--- src/design/worker_wake_coordinator_defines.svh ---
// ----------------------------------------------------------------------------
// Worker wake coordinator assertion macros
// Shared property templates for the checks at the end of the top level.
// ----------------------------------------------------------------------------
`ifndef WORKER_WAKE_COORDINATOR_DEFINES_SVH
`define WORKER_WAKE_COORDINATOR_DEFINES_SVH

// The consequent must hold in the same cycle as the antecedent.
`define WWC_ASSERT_NOW(label, ante, cons, msg) \
    label: assert property (@(posedge clk) disable iff (!rst_n) (ante) |-> (cons)) \
        else $error(msg);

// The consequent must hold in the cycle after the antecedent.
`define WWC_ASSERT_NEXT(label, ante, cons, msg) \
    label: assert property (@(posedge clk) disable iff (!rst_n) (ante) |=> (cons)) \
        else $error(msg);

`endif

--- src/design/wwc_pkg.sv ---
// ----------------------------------------------------------------------------
// Worker wake coordinator package
// Widths, action codes, controller states and the control/status bundles.
// ----------------------------------------------------------------------------
package wwc_pkg;

    localparam int MAX_WORKERS = 64;
    localparam int WID_W       = $clog2(MAX_WORKERS);
    localparam int HGT_W       = $clog2(MAX_WORKERS + 1);
    localparam int SPIN_W      = 6;
    localparam int WCNT_W      = 7;
    localparam int ACT_W       = 3;
    localparam int APB_AW      = 3;
    localparam int APB_DW      = 32;

    localparam logic [0:0] REG_WORKER_COUNT = 1'b0;
    localparam logic [WCNT_W-1:0] WORKER_COUNT_RST = WCNT_W'(64);

    typedef enum logic [ACT_W-1:0] {
        ACT_START_SPIN    = 3'd0,
        ACT_STOP_SPIN     = 3'd1,
        ACT_STEP_DOWN     = 3'd2,
        ACT_BECOME_ACTIVE = 3'd3,
        ACT_NEW_TASK      = 3'd4,
        ACT_REQ_STOP      = 3'd5
    } action_t;

    typedef enum logic [2:0] {
        ST_IDLE,
        ST_DECODE,
        ST_SRCH_RD,
        ST_SRCH_EV,
        ST_SRCH_FIN,
        ST_POP_RD,
        ST_POP_EV
    } state_t;

    // Commands from the controller to the datapath.
    typedef struct packed {
        logic load_item;
        logic simple_op;
        logic srch_start;
        logic srch_step;
        logic srch_finish;
        logic pop_sel;
        logic pop_emit;
        logic set_stop;
    } cmd_t;

    // Status from the datapath to the controller.
    typedef struct packed {
        action_t act;
        logic    out_free;
        logic    listed_hit;
        logic    height_zero;
        logic    spin_zero;
        logic    srch_last;
        logic    pop_last;
    } status_t;

endpackage

--- src/design/wwc_ram.sv ---
// ----------------------------------------------------------------------------
// Worker wake coordinator RAM
// Simple dual-port memory: one write port, one read port with registered data.
// ----------------------------------------------------------------------------
module wwc_ram #(
    parameter int WIDTH = 8,
    parameter int DEPTH = 64
) (
    input  logic                     clk,
    input  logic                     we,
    input  logic [$clog2(DEPTH)-1:0] waddr,
    input  logic [WIDTH-1:0]         wdata,
    input  logic [$clog2(DEPTH)-1:0] raddr,
    output logic [WIDTH-1:0]         rdata
);

    logic [WIDTH-1:0] mem [DEPTH];

    always_ff @(posedge clk)
    begin
        if (we)
        begin
            mem[waddr] <= wdata;
        end
        rdata <= mem[raddr];
    end

endmodule

--- src/design/wwc_ctrl.sv ---
// ----------------------------------------------------------------------------
// Worker wake coordinator controller
// Sequences item decode, idle stack search and compaction, and stack pops.
// ----------------------------------------------------------------------------
module wwc_ctrl (
    input  logic              clk,
    input  logic              rst_n,
    input  logic              in_valid,
    output logic              in_ready,
    input  wwc_pkg::status_t  stat,
    output wwc_pkg::cmd_t     cmd
);

    import wwc_pkg::*;

    state_t state_reg;
    state_t state_next;

    always_ff @(posedge clk or negedge rst_n)
    begin
        if (!rst_n)
        begin
            state_reg <= ST_IDLE;
        end
        else
        begin
            state_reg <= state_next;
        end
    end

    always_comb
    begin
        state_next = state_reg;
        unique case (state_reg)
            ST_IDLE:
            begin
                if (in_valid)
                begin
                    state_next = ST_DECODE;
                end
            end
            ST_DECODE:
            begin
                priority if (stat.act == ACT_BECOME_ACTIVE && stat.listed_hit)
                begin
                    state_next = ST_SRCH_RD;
                end
                else if (stat.act == ACT_NEW_TASK && !stat.height_zero && stat.spin_zero)
                begin
                    state_next = ST_POP_RD;
                end
                else if (stat.act == ACT_REQ_STOP && !stat.height_zero)
                begin
                    state_next = ST_POP_RD;
                end
                else
                begin
                    if (stat.out_free)
                    begin
                        state_next = ST_IDLE;
                    end
                end
            end
            ST_SRCH_RD:
            begin
                state_next = ST_SRCH_EV;
            end
            ST_SRCH_EV:
            begin
                state_next = stat.srch_last ? ST_SRCH_FIN : ST_SRCH_RD;
            end
            ST_SRCH_FIN:
            begin
                if (stat.out_free)
                begin
                    state_next = ST_IDLE;
                end
            end
            ST_POP_RD:
            begin
                state_next = ST_POP_EV;
            end
            ST_POP_EV:
            begin
                if (stat.out_free)
                begin
                    state_next = (stat.act == ACT_REQ_STOP && !stat.pop_last) ?
                                 ST_POP_RD : ST_IDLE;
                end
            end
            default:
            begin
                state_next = ST_IDLE;
            end
        endcase
    end

    always_comb
    begin
        cmd      = '0;
        in_ready = 1'b0;
        unique case (state_reg)
            ST_IDLE:
            begin
                in_ready      = 1'b1;
                cmd.load_item = in_valid;
            end
            ST_DECODE:
            begin
                priority if (stat.act == ACT_BECOME_ACTIVE && stat.listed_hit)
                begin
                    cmd.srch_start = 1'b1;
                end
                else if (stat.act == ACT_NEW_TASK && !stat.height_zero && stat.spin_zero)
                begin
                    cmd.pop_sel = 1'b1;
                end
                else if (stat.act == ACT_REQ_STOP && !stat.height_zero)
                begin
                    cmd.pop_sel  = 1'b1;
                    cmd.set_stop = 1'b1;
                end
                else
                begin
                    cmd.simple_op = stat.out_free;
                end
            end
            ST_SRCH_RD:
            begin
                cmd.pop_sel = 1'b0;
            end
            ST_SRCH_EV:
            begin
                cmd.srch_step = 1'b1;
            end
            ST_SRCH_FIN:
            begin
                cmd.srch_finish = stat.out_free;
            end
            ST_POP_RD:
            begin
                cmd.pop_sel = 1'b1;
            end
            ST_POP_EV:
            begin
                cmd.pop_sel  = 1'b1;
                cmd.pop_emit = stat.out_free;
            end
            default:
            begin
                cmd = '0;
            end
        endcase
    end

endmodule

--- src/design/wwc_dp.sv ---
// ----------------------------------------------------------------------------
// Worker wake coordinator datapath
// Spin count, idle stack height, membership flags, stop flag and result beat.
// ----------------------------------------------------------------------------
module wwc_dp (
    input  logic                         clk,
    input  logic                         rst_n,
    input  wwc_pkg::cmd_t                cmd,
    output wwc_pkg::status_t             stat,
    input  logic [wwc_pkg::ACT_W-1:0]    action,
    input  logic [wwc_pkg::WID_W-1:0]    worker_id,
    input  logic [wwc_pkg::WCNT_W-1:0]   worker_count,
    output logic                         ram_we,
    output logic [wwc_pkg::WID_W-1:0]    ram_waddr,
    output logic [wwc_pkg::WID_W-1:0]    ram_wdata,
    output logic [wwc_pkg::WID_W-1:0]    ram_raddr,
    input  logic [wwc_pkg::WID_W-1:0]    ram_rdata,
    output logic                         out_valid,
    input  logic                         out_ready,
    output logic                         spin_granted,
    output logic                         last_spinner,
    output logic                         woken_valid,
    output logic [wwc_pkg::WID_W-1:0]    woken_worker,
    output logic                         stop_flag,
    output logic [wwc_pkg::SPIN_W-1:0]   spinning_count,
    output logic [wwc_pkg::HGT_W-1:0]    idle_count,
    output logic                         last
);

    import wwc_pkg::*;

    action_t             act_reg;
    logic [WID_W-1:0]    wid_reg;
    logic [SPIN_W-1:0]   spin_reg;
    logic [SPIN_W-1:0]   spin_next;
    logic [HGT_W-1:0]    height_reg;
    logic [HGT_W-1:0]    height_next;
    logic                stop_reg;
    logic                stop_next;
    logic [MAX_WORKERS-1:0] listed_reg;
    logic [MAX_WORKERS-1:0] listed_next;
    logic [WID_W-1:0]    idx_reg;
    logic                found_reg;
    logic                out_valid_reg;

    logic [SPIN_W:0]     spin_inc;
    logic [SPIN_W+1:0]   spin_need;
    logic                grant_ok;
    logic                push;
    logic                emit;
    logic [HGT_W-1:0]    height_dec;

    assign spin_inc   = {1'b0, spin_reg} + (SPIN_W+1)'(1);
    assign spin_need  = {spin_inc, 1'b0};
    assign grant_ok   = (spin_need <= (SPIN_W+2)'(worker_count)) &&
                        (spin_reg != {SPIN_W{1'b1}});
    assign height_dec = height_reg - HGT_W'(1);
    assign push       = cmd.simple_op && act_reg == ACT_STEP_DOWN &&
                        !listed_reg[wid_reg] && height_reg < HGT_W'(MAX_WORKERS);
    assign emit       = cmd.simple_op || cmd.srch_finish || cmd.pop_emit;

    // Stack memory access: pushes write at the top, compaction moves the entry
    // just read one place down.
    assign ram_we    = push || (cmd.srch_step && found_reg);
    assign ram_waddr = push ? height_reg[WID_W-1:0] : idx_reg - WID_W'(1);
    assign ram_wdata = push ? wid_reg : ram_rdata;
    assign ram_raddr = cmd.pop_sel ? height_dec[WID_W-1:0] : idx_reg;

    always_comb
    begin
        spin_next = spin_reg;
        if (cmd.simple_op && act_reg == ACT_START_SPIN && grant_ok)
        begin
            spin_next = spin_reg + SPIN_W'(1);
        end
        else if (cmd.simple_op && act_reg == ACT_STOP_SPIN && spin_reg != '0)
        begin
            spin_next = spin_reg - SPIN_W'(1);
        end
    end

    always_comb
    begin
        height_next = height_reg;
        if (push)
        begin
            height_next = height_reg + HGT_W'(1);
        end
        else if (cmd.srch_finish || cmd.pop_emit)
        begin
            height_next = height_dec;
        end
    end

    assign stop_next = stop_reg || cmd.set_stop ||
                       (cmd.simple_op && act_reg == ACT_REQ_STOP);

    always_comb
    begin
        listed_next = listed_reg;
        if (push)
        begin
            listed_next[wid_reg] = 1'b1;
        end
        if (cmd.srch_finish)
        begin
            listed_next[wid_reg] = 1'b0;
        end
        if (cmd.pop_emit)
        begin
            listed_next[ram_rdata] = 1'b0;
        end
    end

    always_ff @(posedge clk or negedge rst_n)
    begin
        if (!rst_n)
        begin
            spin_reg      <= '0;
            height_reg    <= '0;
            stop_reg      <= 1'b0;
            listed_reg    <= '0;
            found_reg     <= 1'b0;
            out_valid_reg <= 1'b0;
        end
        else
        begin
            spin_reg   <= spin_next;
            height_reg <= height_next;
            stop_reg   <= stop_next;
            listed_reg <= listed_next;
            if (cmd.srch_start)
            begin
                found_reg <= 1'b0;
            end
            else if (cmd.srch_step && ram_rdata == wid_reg)
            begin
                found_reg <= 1'b1;
            end
            if (emit)
            begin
                out_valid_reg <= 1'b1;
            end
            else if (out_ready)
            begin
                out_valid_reg <= 1'b0;
            end
        end
    end

    always_ff @(posedge clk)
    begin
        if (cmd.load_item)
        begin
            act_reg <= action_t'(action);
            wid_reg <= worker_id;
        end
        if (cmd.srch_start)
        begin
            idx_reg <= '0;
        end
        else if (cmd.srch_step)
        begin
            idx_reg <= idx_reg + WID_W'(1);
        end
        if (emit)
        begin
            spin_granted   <= cmd.simple_op && act_reg == ACT_START_SPIN && grant_ok;
            last_spinner   <= cmd.simple_op && act_reg == ACT_STOP_SPIN &&
                              spin_reg == SPIN_W'(1);
            woken_valid    <= cmd.pop_emit;
            woken_worker   <= cmd.pop_emit ? ram_rdata : '0;
            stop_flag      <= stop_next;
            spinning_count <= spin_next;
            idle_count     <= height_next;
            last           <= cmd.pop_emit ?
                              (act_reg == ACT_NEW_TASK || height_dec == '0) : 1'b1;
        end
    end

    assign out_valid = out_valid_reg;

    assign stat.act         = act_reg;
    assign stat.out_free    = !out_valid_reg || out_ready;
    assign stat.listed_hit  = listed_reg[wid_reg];
    assign stat.height_zero = height_reg == '0;
    assign stat.spin_zero   = spin_reg == '0;
    assign stat.srch_last   = {1'b0, idx_reg} == height_dec;
    assign stat.pop_last    = height_reg == HGT_W'(1);

endmodule

--- src/design/worker_wake_coordinator.sv ---
// ----------------------------------------------------------------------------
// Worker wake coordinator: tracks spinning workers, an idle stack and a stop flag.
// A plain action decodes and registers its result beat; a wake reads the stack top first.
// Become active walks the stack, reading and then checking one entry at a time.
// Request stop pops one worker per beat, each read through the one stack RAM read port.
// Reset (rst_n, async low) clears counts, flags and stack height; no clearing pass.
// ----------------------------------------------------------------------------
`include "worker_wake_coordinator_defines.svh"

module worker_wake_coordinator (
    input  logic                          clk,
    input  logic                          rst_n,
    // Input item channel.
    input  logic                          in_valid,
    output logic                          in_ready,
    input  logic [wwc_pkg::ACT_W-1:0]     action,
    input  logic [wwc_pkg::WID_W-1:0]     worker_id,
    // Result channel.
    output logic                          out_valid,
    input  logic                          out_ready,
    output logic                          spin_granted,
    output logic                          last_spinner,
    output logic                          woken_valid,
    output logic [wwc_pkg::WID_W-1:0]     woken_worker,
    output logic                          stop_flag,
    output logic [wwc_pkg::SPIN_W-1:0]    spinning_count,
    output logic [wwc_pkg::HGT_W-1:0]     idle_count,
    output logic                          last,
    // Configuration port.
    input  logic                          psel,
    input  logic                          penable,
    input  logic                          pwrite,
    input  logic [wwc_pkg::APB_AW-1:0]    paddr,
    input  logic [wwc_pkg::APB_DW-1:0]    pwdata,
    output logic [wwc_pkg::APB_DW-1:0]    prdata,
    output logic                          pready
);

    import wwc_pkg::*;

    // The only register is worker_count at byte address 0. Bit 2 of the
    // address selects the register word; anything above it reads as zero
    // and ignores writes.
    logic [WCNT_W-1:0] worker_count_reg;
    logic              apb_wr;

    assign pready = 1'b1;
    assign apb_wr = psel && penable && pwrite && pready;

    always_ff @(posedge clk or negedge rst_n)
    begin
        if (!rst_n)
        begin
            worker_count_reg <= WORKER_COUNT_RST;
        end
        else if (apb_wr && paddr[APB_AW-1] == REG_WORKER_COUNT)
        begin
            worker_count_reg <= pwdata[WCNT_W-1:0];
        end
    end

    assign prdata = (paddr[APB_AW-1] == REG_WORKER_COUNT) ?
                    APB_DW'(worker_count_reg) : '0;

    // The controller only steps through states; the counts, flags and
    // the registered result beat live in the datapath. The output register
    // lets the block take the next item while a result beat still waits.
    cmd_t              cmd;
    status_t           stat;
    logic              ram_we;
    logic [WID_W-1:0]  ram_waddr;
    logic [WID_W-1:0]  ram_wdata;
    logic [WID_W-1:0]  ram_raddr;
    logic [WID_W-1:0]  ram_rdata;

    wwc_ctrl u_ctrl (
        .clk      (clk),
        .rst_n    (rst_n),
        .in_valid (in_valid),
        .in_ready (in_ready),
        .stat     (stat),
        .cmd      (cmd)
    );

    wwc_dp u_dp (
        .clk            (clk),
        .rst_n          (rst_n),
        .cmd            (cmd),
        .stat           (stat),
        .action         (action),
        .worker_id      (worker_id),
        .worker_count   (worker_count_reg),
        .ram_we         (ram_we),
        .ram_waddr      (ram_waddr),
        .ram_wdata      (ram_wdata),
        .ram_raddr      (ram_raddr),
        .ram_rdata      (ram_rdata),
        .out_valid      (out_valid),
        .out_ready      (out_ready),
        .spin_granted   (spin_granted),
        .last_spinner   (last_spinner),
        .woken_valid    (woken_valid),
        .woken_worker   (woken_worker),
        .stop_flag      (stop_flag),
        .spinning_count (spinning_count),
        .idle_count     (idle_count),
        .last           (last)
    );

    // Idle stack: worker numbers in push order, oldest at address zero.
    // Entries at or above the stack height are never used, so the memory
    // needs no reset.
    wwc_ram #(
        .WIDTH (WID_W),
        .DEPTH (MAX_WORKERS)
    ) u_stack_ram (
        .clk   (clk),
        .we    (ram_we),
        .waddr (ram_waddr),
        .wdata (ram_wdata),
        .raddr (ram_raddr),
        .rdata (ram_rdata)
    );

    // One item at a time: after an accepted beat the input side closes.
    `WWC_ASSERT_NEXT(a_one_item, in_valid && in_ready, !in_ready, "input accepted while busy")
    // The stack never holds more workers than exist.
    `WWC_ASSERT_NOW(a_idle_bound, out_valid, idle_count <= HGT_W'(MAX_WORKERS),
                    "idle count above worker limit")
    // A wake beat carries no spin outcome.
    `WWC_ASSERT_NOW(a_wake_excl, out_valid && woken_valid, !spin_granted && !last_spinner,
                    "wake beat mixed with spin result")
    // Every wake beat that is not the last of its item reports the stop flag.
    `WWC_ASSERT_NOW(a_wake_stop, out_valid && woken_valid && !last, stop_flag,
                    "multi-beat wake without stop flag")

endmodule

--- config.mk ---
export PLATFORM = sky130hd
export DESIGN_NAME = worker_wake_coordinator
export DESIGN_NICKNAME = d
export VERILOG_FILES = /design/src/design/wwc_pkg.sv /design/src/design/wwc_ram.sv /design/src/design/wwc_ctrl.sv /design/src/design/wwc_dp.sv /design/src/design/worker_wake_coordinator.sv
export VERILOG_INCLUDE_DIRS = /design/src /design/src/design
export SDC_FILE = /design/constraint.sdc
export NUM_CORES = 1
export LEC_CHECK = 0
export BUFFER_PORTS_ARGS = -buffer_cell sky130_fd_sc_hd__buf_4
export CORE_MARGIN = 8
export CORE_UTILIZATION = 45
export CTS_BUF_LIST = sky130_fd_sc_hd__clkbuf_8
export DETAILED_ROUTE_END_ITERATION = 12
export PLACE_DENSITY_LB_ADDON = 0.08
export SYNTH_ARGS = -nofsm -noshare
export SYNTH_HDL_FRONTEND = slang
export SYNTH_SLANG_ARGS = --single-unit
--- constraint.sdc ---
create_clock -name clk -period 9.2 [get_ports clk]
set_input_delay 2.76 -clock clk [delete_from_list [all_inputs] [get_ports clk]]
set_output_delay 2.76 -clock clk [all_outputs]
set_load 0.02 [all_outputs]
After elaboration in Yosys (flattened, before gate mapping)
Memory sizes are Yosys's and may differ from the RTL's. A register that Yosys moved wholly into a read port is not among the register bits.
Index checks and enable logic that the tools add are counted.
- multiplexer cells: 49
- divide/modulo/power cells: 0
- equal/unequal tests: 18
- bitwise gates (word level): 6
- reductions and logical operators: 44
- shift-type cells: 0
- multiply operators: 0
- order comparisons: 6
- add/sub/neg operators: 7
- operator list (cell ; number):
    $mux 64 ; 3
    $and 64x64->64 ; 2
    $not 64->64 ; 2
    $or 64x64->64 ; 1
    $mux 6 ; 5
    $mux 1 ; 24
    $mux 3 ; 8
    $logic_and 1x1->1 ; 22
    $mux 7 ; 3
    $pmux 3 s7 ; 1
    $eq 3x3->1 const B ; 5
    $logic_not 7->1 ; 2
    $lt 6x7->1 const B ; 2
    $add 6x1->6 const B ; 2
    $demux 1 s6 ; 2
    $eq 3x2->1 const B ; 4
    $ge 6x1->1 const B ; 2
    $sub 6x1->6 const B ; 2
    $le 8x7->1 ; 1
    $logic_or 1x1->1 ; 8
    $add 6x1->7 const B ; 1
    $add 7x1->7 const B ; 1
    $eq 6x7->1 ; 1
    $eq 7x1->1 const B ; 1
    19 further kinds ; 25
- word-level logic and storage cells: 150
- bits in read-only memories: 0
- RAM bits: 384
- input port bits: 51
- bits in latches: 0
- bits in registers: 129
- memories kept: 1
- memory list (name ; words ; bits a word ; rd ports ; clocked after Yosys merged registers in ; wr ports ; line ; source):
    u_stack_ram.mem ; 64 ; 6 ; 1 ; 1 ; 1 ; wwc_ram.sv:17 ; logic [WIDTH-1:0] mem [DEPTH];

Depth between registers and ports, before layout
Gate-level depths: netlist of the first run.
- depth in word-level cells: 15
- mapped depth: 14

Modules after synthesis
Synthesis of the first run repeated with hierarchy kept, for this count alone.
- cells, all modules: 1464
- area total of the unflattened synthesis: 22765.6 um^2
- modules (own cells, without submodules) (module ; area each (um^2) ; instances ; cells each):
    wwc_ram ; 15225.9 ; 1 ; 720
    wwc_dp ; 6626.4 ; 1 ; 653
    worker_wake_coordinator ; 543.0 ; 1 ; 50
    wwc_ctrl ; 370.4 ; 1 ; 41

Least setup slack after synthesis of the first run
OpenSTA, ideal clock, no wires.
- path kind: input-to-reg
- from: input out_ready
- to: memory u_stack_ram.mem[0][0] (netlist bit), data pin
- cell stages on the path: 9
- library setup time: 0.702 ns
- setup slack: 1.181 ns
- data arrival time: 7.318 ns
- path through: nor2b_1 clkbuf_1 or4_1 nor4b_1 or4b_1 buf_6 buf_2 clkbuf_1 o21ai_0
- longest elaborated chain between the ends: 9
- ends and longest elaborated chain (what ; line ; source):
    start, declared ; worker_wake_coordinator.sv:20 ; input logic out_ready,
    $logic_or 1x1->1 ; wwc_dp.sv:184 ; assign stat.out_free = !out_valid_reg || out_ready;
    $mux 1 ; wwc_ctrl.sv:118 ; else if (stat.act == ACT_REQ_STOP && !stat.height_zero)
    $mux 1 ; wwc_ctrl.sv:114 ; else if (stat.act == ACT_NEW_TASK && !stat.height_zero && stat.spin_zero)
    $mux 1 ; wwc_ctrl.sv:110 ; priority if (stat.act == ACT_BECOME_ACTIVE && stat.listed_hit)
    $mux 2 ; wwc_ctrl.sv:102 ; unique case (state_reg)
    $logic_and 1x1->1 (2 in a row) ; wwc_dp.sv:58 ; assign push = cmd.simple_op && act_reg == ACT_STEP_DOWN &&
    $logic_and 1x1->1 ; wwc_dp.sv:59 ; !listed_reg[wid_reg] && height_reg < HGT_W'(MAX_WORKERS);
    $mux 6 ; wwc_dp.sv:66 ; assign ram_wdata = push ? wid_reg : ram_rdata;
    named net ram_wdata[0] ; worker_wake_coordinator.sv:72 ; logic [WID_W-1:0] ram_wdata;
    end, declared ; wwc_ram.sv:17 ;
The timed path passes the listed nets, and every way through them passes these cells.

Worst setup path in the final report of the first run
- from: input out_ready
- to: memory u_stack_ram.mem[7][0] (netlist bit) (enable)
- longest elaborated chain between the ends: 11
- elaborated cells between the ends (all ways): 12
- classes of those cells: 7 x mux; 5 x reduce/logical
- ends and longest elaborated chain (what ; line ; source):
    $logic_or 1x1->1 (*) ; wwc_dp.sv:184 ;
    $mux 1 (*) ; wwc_ctrl.sv:118 ;
    $mux 1 (*) ; wwc_ctrl.sv:114 ;
    $mux 1 (*) ; wwc_ctrl.sv:110 ;
    $mux 2 (*) ; wwc_ctrl.sv:102 ;
    $logic_and 1x1->1 (*) (2 in a row) ; wwc_dp.sv:58 ;
    $logic_and 1x1->1 (*) ; wwc_dp.sv:59 ;
    $logic_or 1x1->1 ; wwc_dp.sv:64 ; assign ram_we = push || (cmd.srch_step && found_reg);
    $mux 1 ; wwc_ram.sv:21 ; if (we)
    $mux 1 (implied by the code) ; wwc_ram.sv:23 ; mem[waddr] <= wdata;
Every way passes the cells marked *; elsewhere a longest branch is shown, timed or not.

==> results of run 1 <==
-- power breakdown --
part / switching (mW) / total [mW] / internal [mW] / leakage [nW]
Sequential: 0.230 / 3.21 / 2.98 / 5.03
Clock: 0.931 / 1.98 / 1.05 / 0.975
Combinational: 2.27 / 3.12 / 0.851 / 3.41
Total: 3.43 / 8.31 / 4.88 / 9.41
-- per-stage QoR --
| stage | hold WS, ns | total power, mW | instances |
|---|---|---|---|
| CTS | 0.482 | 8.36 | 2819 |
| detailed placement | 0.457 | 6.36 | 2658 |
| floorplan | 0.431 | 5.28 | 2077 |
| global placement | 0.474 | 6.34 | 2658 |
| global route | 0.502 | 8.76 | 2819 |
| finish | 0.477 | 8.31 | 2819 |
-- critical path, stage by stage --
cell and delay [ns]:
buf_4 0.08, nor2b_1 0.13, or4_1 0.50, nor4b_1 0.79, or4b_2 0.64, buf_4 0.36
nor3_2 0.37, a21oi_1 0.31, nor2_1 0.69
-- logic make-up (layout without fill, tap and decap cells) --
logic type / count (synthesis) / in the layout / share of synthesized area (%)
AO/OA/AOI/OAI: 587 / 587 / 16.3
XOR/XNOR: 40 / 40 / 1.43
adder cells (fa/ha/maj): 16 / 16 / 0.818
buffers and inverters: 335 / 381 / 5.83
flip-flops: 519 / 519 / 61.4
multiplexers: 33 / 33 / 1.54
other: 2 / 26 / 0.0307
AND/OR/NAND/NOR: 521 / 521 / 12.7
-- area by class of cell --
| cell class | count | share of cell area (%) |
|---|---|---|
| Multi-Input combinational cell | 1223 | 30.5 |
| Sequential cell | 519 | 55.7 |
| Inverter | 132 | 1.84 |
| Clock buffer | 100 | 5.10 |
| Tap cell | 696 | 3.23 |
| Clock inverter | 61 | 1.11 |
| Timing Repair Buffer | 88 | 2.54 |
-- path summary, 6_finish.rpt --
| check | endpoint | cells after the start | slack (ns) | from |
|---|---|---|---|---|
| min in group asynchronous | u_dp.listed_reg[36] | 1 | 2.03 | rst_n |
| max in group asynchronous | worker_count_reg[1] | 2 | 5.97 | rst_n |
| worst min register to register | u_dp.stop_reg | 1 | 0.48 | u_dp.stop_reg |
| worst min-delay path | u_dp.stop_reg | 1 | 0.48 | u_dp.stop_reg |
| worst max-delay path | u_stack_ram.mem[7][0] | 9 | 2.84 | out_ready |
| worst max register to register | u_stack_ram.rdata[5] | 11 | 3.94 | u_dp.height_reg[0] |
-- layer usage --
layer  up-vias  global-route usage (%)
li1       7897                       -
met4         0                    8.06
met1      8418                    27.3
met3       138                    4.52
met2       540                    33.7
met5         -                       0
-- placed cells by master (no fill, tap or decap), types with 6 or more instances in the layout --
cell / n
clkinv_1: 17
a22o_1: 6
edfxtp_1: 417
nor3b_1: 7
clkbuf_8: 100
clkinv_2: 9
nand2b_1: 9
a41oi_1: 8
dfrtp_1: 89
ha_1: 16
nor2_1: 128
inv_1: 163
nor4_1: 11
nor3_4: 7
a221oi_1: 56
o311ai_0: 96
xor2_1: 19
mux2_2: 14
a31oi_1: 8
a311oi_1: 49
nor2b_1: 6
xnor2_1: 21
a21oi_1: 95
and3_1: 13
or3b_2: 102
buf_4: 86
conb_1: 26
nand3b_1: 14
a21o_1: 11
nor3_1: 21
nand4_1: 58
mux2i_1: 12
o21ai_0: 206
dfxtp_1: 12
nand3_1: 67
nand2_1: 53
==> results.md, run 1 <==
- Die Y-Extent: 249 um
- MaxCap Viol Count: 0
- Ys flop type: edfxtp_1
- Die Wd: 249 um
- Multi-input gate area: 8230 sq um
- First-pass GRT wire length: 101 mm
- Max reg flops: 384
- Drt drc: 0
- Final setup margin: 2.84 ns
- Final min period: 6.36 ns
- Iter 0 DRT Violations: 1516
- Antenna Cells: 0
- Post-Route Utilization: 50.1%
- Fin Clk Skew: 0.0255 ns
- Element type at the critical path end: register
- CP Data Arrival Time: 6.65 ns
- Post-DP HPWL: 39.4 mm
- TritonCTS clock tree: done
- Area growth, synth to finish: 10.2%
- Synth Warn #: 0
- Worst-Margin Slew: 1.40 ns
- Clk pin slew, worst setup/hold paths: 0.06 ns
- Met3 wire len: 4.27 mm
- Clock network latency to the later pin of the worst-skew pair: 0.67 ns
- Most numerous cell in the Yosys netlist: edfxtp_1
- Initial antenna violation count: 0
- Drt wl/cell: 23.7 um
- Syn Area/Cell: 11.9 sq um
- Nets: 2121
- Die area: 62100 sq um
- Startpoint Class: primary input
- Area contributors post-synth: edfxtp_1 51%, dfrtp_1 9.1%, o21ai_0 4.3%
- Core area: 53800 sq um
- IR drop worst, VDD: 0.386 mV
- Register area share after synthesis: 61.4%
- CTS resizes: 0
- Area post-placement: 25300 sq um
- Cts hold-fix bufs: 0
- Antenna-violating nets left: 0
- PD cells: 308 nW/um^2
- Setup tns final: 0 ns
- Max layer used: met4
- WL met2: 31.6 mm
- RSZ-0062 raised after global routing: false
- Setup slack at placement: 2.17 ns
- Met1 wire length: 28.8 mm
- Vias in the first global route: 16800
- Ports: 110
- Mapped Cells: 2053
- Grt total ovfl: 0
- Synth cell types: 76
- Crit share post-route: 69.2%
- Slew headroom: 6.95%
- Core Rows: 85
- Overall global routing resource usage: 20.8%
- Synth area leader: edfxtp_1
- Initial Util: 45.5%
- Crit path kind: primary input to register
- Sinks on Clock Net: 519
- Number of flops mapped to enable cells by yosys: 417
- Final hold viol count: 0
- DR vias/cell: 6.03
- CTS root buf: clkbuf_8
- Yosys reg bits: 519
- Drt total wl: 66.9 mm
- Tightest Hold Check Type: register to register
- Outcome: complete, no violations
- Pre-Repair DR Iteration Count: 5
- LEAKAGE: 9.41 nW
- Ys async rst share: 17.3%
- Clock Tree Buf Depth: 3
- Via count: 17000
- Setup repair bufs after CTS: 0
- Leading cell types by count after synthesis: 417 x edfxtp_1, 209 x o21ai_0, 143 x clkbuf_1
- Final setup violation count: 0
- WP data required: 9.49 ns
- Final Instance Area: 27000 sq um
- Post-synth top area share: 51.2%
- Share of layout cells above drive strength 1: 16.7%
- # port buffers: 56
- Peak Freq: 0.157 GHz
- CTS buffer count: 90
- Register area: 15000 sq um
- Gp weighted congestion: 0.842
- Mapped Area: 24500 sq um
- Layout fillers: 4792
- Max FO, Critical Path: 45
- Largest net degree at the start of global routing: 303
- CTS H-Tree Depth: 3
- Slew Limit Fails: 0
Note: power is estimated with default switching activity, not from simulation.
==> run 2: changes to the inputs <==
clock period = 5.7 ns   (was 9.2 ns; I/O delays follow)
==> results.md, run 2 (synthesis gave the netlist of run 1 again) <==
- Worst-Margin Slew: 1.22 ns (-0.172 ns)
- CTS buffer count: 90 (unchanged)
- Final Instance Area: 27500 sq um (+1.9%)
- Startpoint Class: register
- Clock network latency to the later pin of the worst-skew pair: 0.68 ns (about the same)
- Crit-path cells: or3b_2 -> a21oi_1 -> o41ai_1 -> o2111ai_1 -> or4b_2 -> buf_4 -> nor3_2 -> a21oi_1 -> nor2_1
- Slowest-stage cell, CP: edfxtp_1
- Slew Limit Fails: 0 (unchanged)
- Most frequent cells in the layout: 417 x edfxtp_1, 206 x o21ai_0, 154 x inv_1
- Post-DP HPWL: 42.6 mm (+8.3%)
- LEAKAGE: 9.70 nW (+3.1%)
- Cell mode on critical path: a21oi_1
- Area post-placement: 25700 sq um (+1.7%)
- Nets: 2171 (+2.4%)
- Levels on crit path: 9 (unchanged)
- Setup tns final: 0 ns (unchanged)
- Via count: 17400 (+2.4%)
- Crit share post-route: 86.5%
- Final min period: 4.93 ns
- Setup slack at placement: 0.359 ns (-1.81 ns)
- IR drop worst, VDD: 0.416 mV (+7.7%)
- Drt drc: 0 (unchanged)
- Overall global routing resource usage: 21.8% (+0.96 points)
- Post-Route Utilization: 51.1% (+0.93 points)
- RSZ-0062 raised after global routing: false
- Outcome: complete, no violations
- CP Buf/Inv Count: 1 (-1)
- Peak Freq: 0.203 GHz
- Final setup violation count: 0 (unchanged)
- Grt total ovfl: 0 (unchanged)
- Drt total wl: 69.4 mm (+3.8%)
- Max FO, Critical Path: 28 (-38%)
- Die area: 62100 sq um (unchanged)
- Ports: 110 (unchanged)
- Iter 0 DRT Violations: 1545 (+1.9%)
- CP Data Arrival Time: 5.24 ns (-1.41 ns)
- Die Wd: 249 um (unchanged)
- Initial Util: 45.5% (unchanged)
- Highest cell delay on the worst timing path: 1.09 ns (+0.30 ns)
- PD cells: 503 nW/um^2 (+63%)
- Die Y-Extent: 249 um (unchanged)
- CP delay by family, top: simple AND/OR/NAND/NOR gates
- Fin Clk Skew: 0.0314 ns (+0.00588 ns)
- Core Rows: 85 (unchanged)
- CTS resizes: 0 (unchanged)
- Cts hold-fix bufs: 0 (unchanged)
- MaxCap Viol Count: 0 (unchanged)
- Area growth, synth to finish: 12.3%
- Slew headroom: 18.4% (+11 points)
- Setup repair bufs after CTS: 0 (unchanged)
- WP data required: 6.01 ns (-3.48 ns)
- Tightest Hold Check Type: register to register
- Pre-Repair DR Iteration Count: 9 (+4)
- Clk pin slew, worst setup/hold paths: 0.06 ns (about the same)
- First-pass GRT wire length: 106 mm (+5.4%)
- Sinks on Clock Net: 519 (unchanged)
- CTS root buf: clkbuf_8
- Final setup margin: 0.768 ns (-2.07 ns)
- Drt wl/cell: 24.2 um (+1.8%)
- Final hold viol count: 0 (unchanged)
- Clock Tree Buf Depth: 3 (unchanged)
- Core area: 53800 sq um (unchanged)
- # port buffers: 56 (unchanged)
- Max reg flops: 384 (unchanged)
- Element type at the critical path end: register
- Initial antenna violation count: 1 (+1)
- Largest net degree at the start of global routing: 106 (-65%)
- Hold Crit Depth: 1 (unchanged)
- Vias in the first global route: 17400 (+4.0%)
- Worst r2r path cells: 9 (-2)
- Gp weighted congestion: 0.857 (+1.8%)
- Crit path kind: register to register
- Share of layout cells above drive strength 1: 19.1% (+2.4 points)
- Antenna-violating nets left: 0 (unchanged)
- TritonCTS clock tree: done
- CTS H-Tree Depth: 3 (unchanged)
- Most common cell after layout, fill and taps aside: edfxtp_1
- DR vias/cell: 6.06 (+0.45%)
==> run 2: final cells by class <==
cell class                      instances  area, sq um
Tap cell                              696          871
Clock inverter                         67          374
Timing Repair Buffer                  138         1120
Multi-Input combinational cell       1223         8230
Fill cell                            4806        26300
Antenna cell                            1         2.50
Inverter                              132          495
Clock buffer                           99         1360
Sequential cell                       519        15000
==> run 2: path summary, 6_finish.rpt <==
check | slack (ns) | endpoint | startpoint
worst max-delay path | 0.77 | u_stack_ram.mem[61][0] | u_dp.wid_reg[0]
worst min-delay path | 0.47 | u_dp.stop_reg | u_dp.stop_reg
worst max register to register | 0.77 | u_stack_ram.mem[61][0] | u_dp.wid_reg[0]
worst min register to register | 0.47 | u_dp.stop_reg | u_dp.stop_reg
max in group asynchronous | 3.57 | worker_count_reg[6] | rst_n
min in group asynchronous | 1.15 | u_dp.listed_reg[25] | rst_n
==> run 2: power by group <==
| group | internal (mW) | switching (mW) | leakage, nW | total (mW) |
|---|---|---|---|---|
| clock network | 1.74 | 1.57 | 0.994 | 3.31 |
| logic | 1.55 | 3.78 | 3.68 | 5.33 |
| registers | 4.81 | 0.387 | 5.03 | 5.19 |
| total | 8.10 | 5.73 | 9.70 | 13.8 |
==> run 2: metrics by stage <==
stage	std cells	hold slack (ns)	total power [mW]
2_1_floorplan	2077	0.431	8.50
3_3_place_gp	2708	0.458	10.5
3_5_place_dp	2708	0.451	10.6
4_1_cts	2874	0.471	13.9
5_1_grt	2875	0.477	14.6
6_report	2875	0.470	13.8
==> run 2: layer usage <==
metal / part of all wire (%) / track usage (%)
met1: 45 / 30.2
met5: 0 / 0
met2: 47 / 34.8
met3: 5.6 / 3.41
met4: 2.6 / 7.26
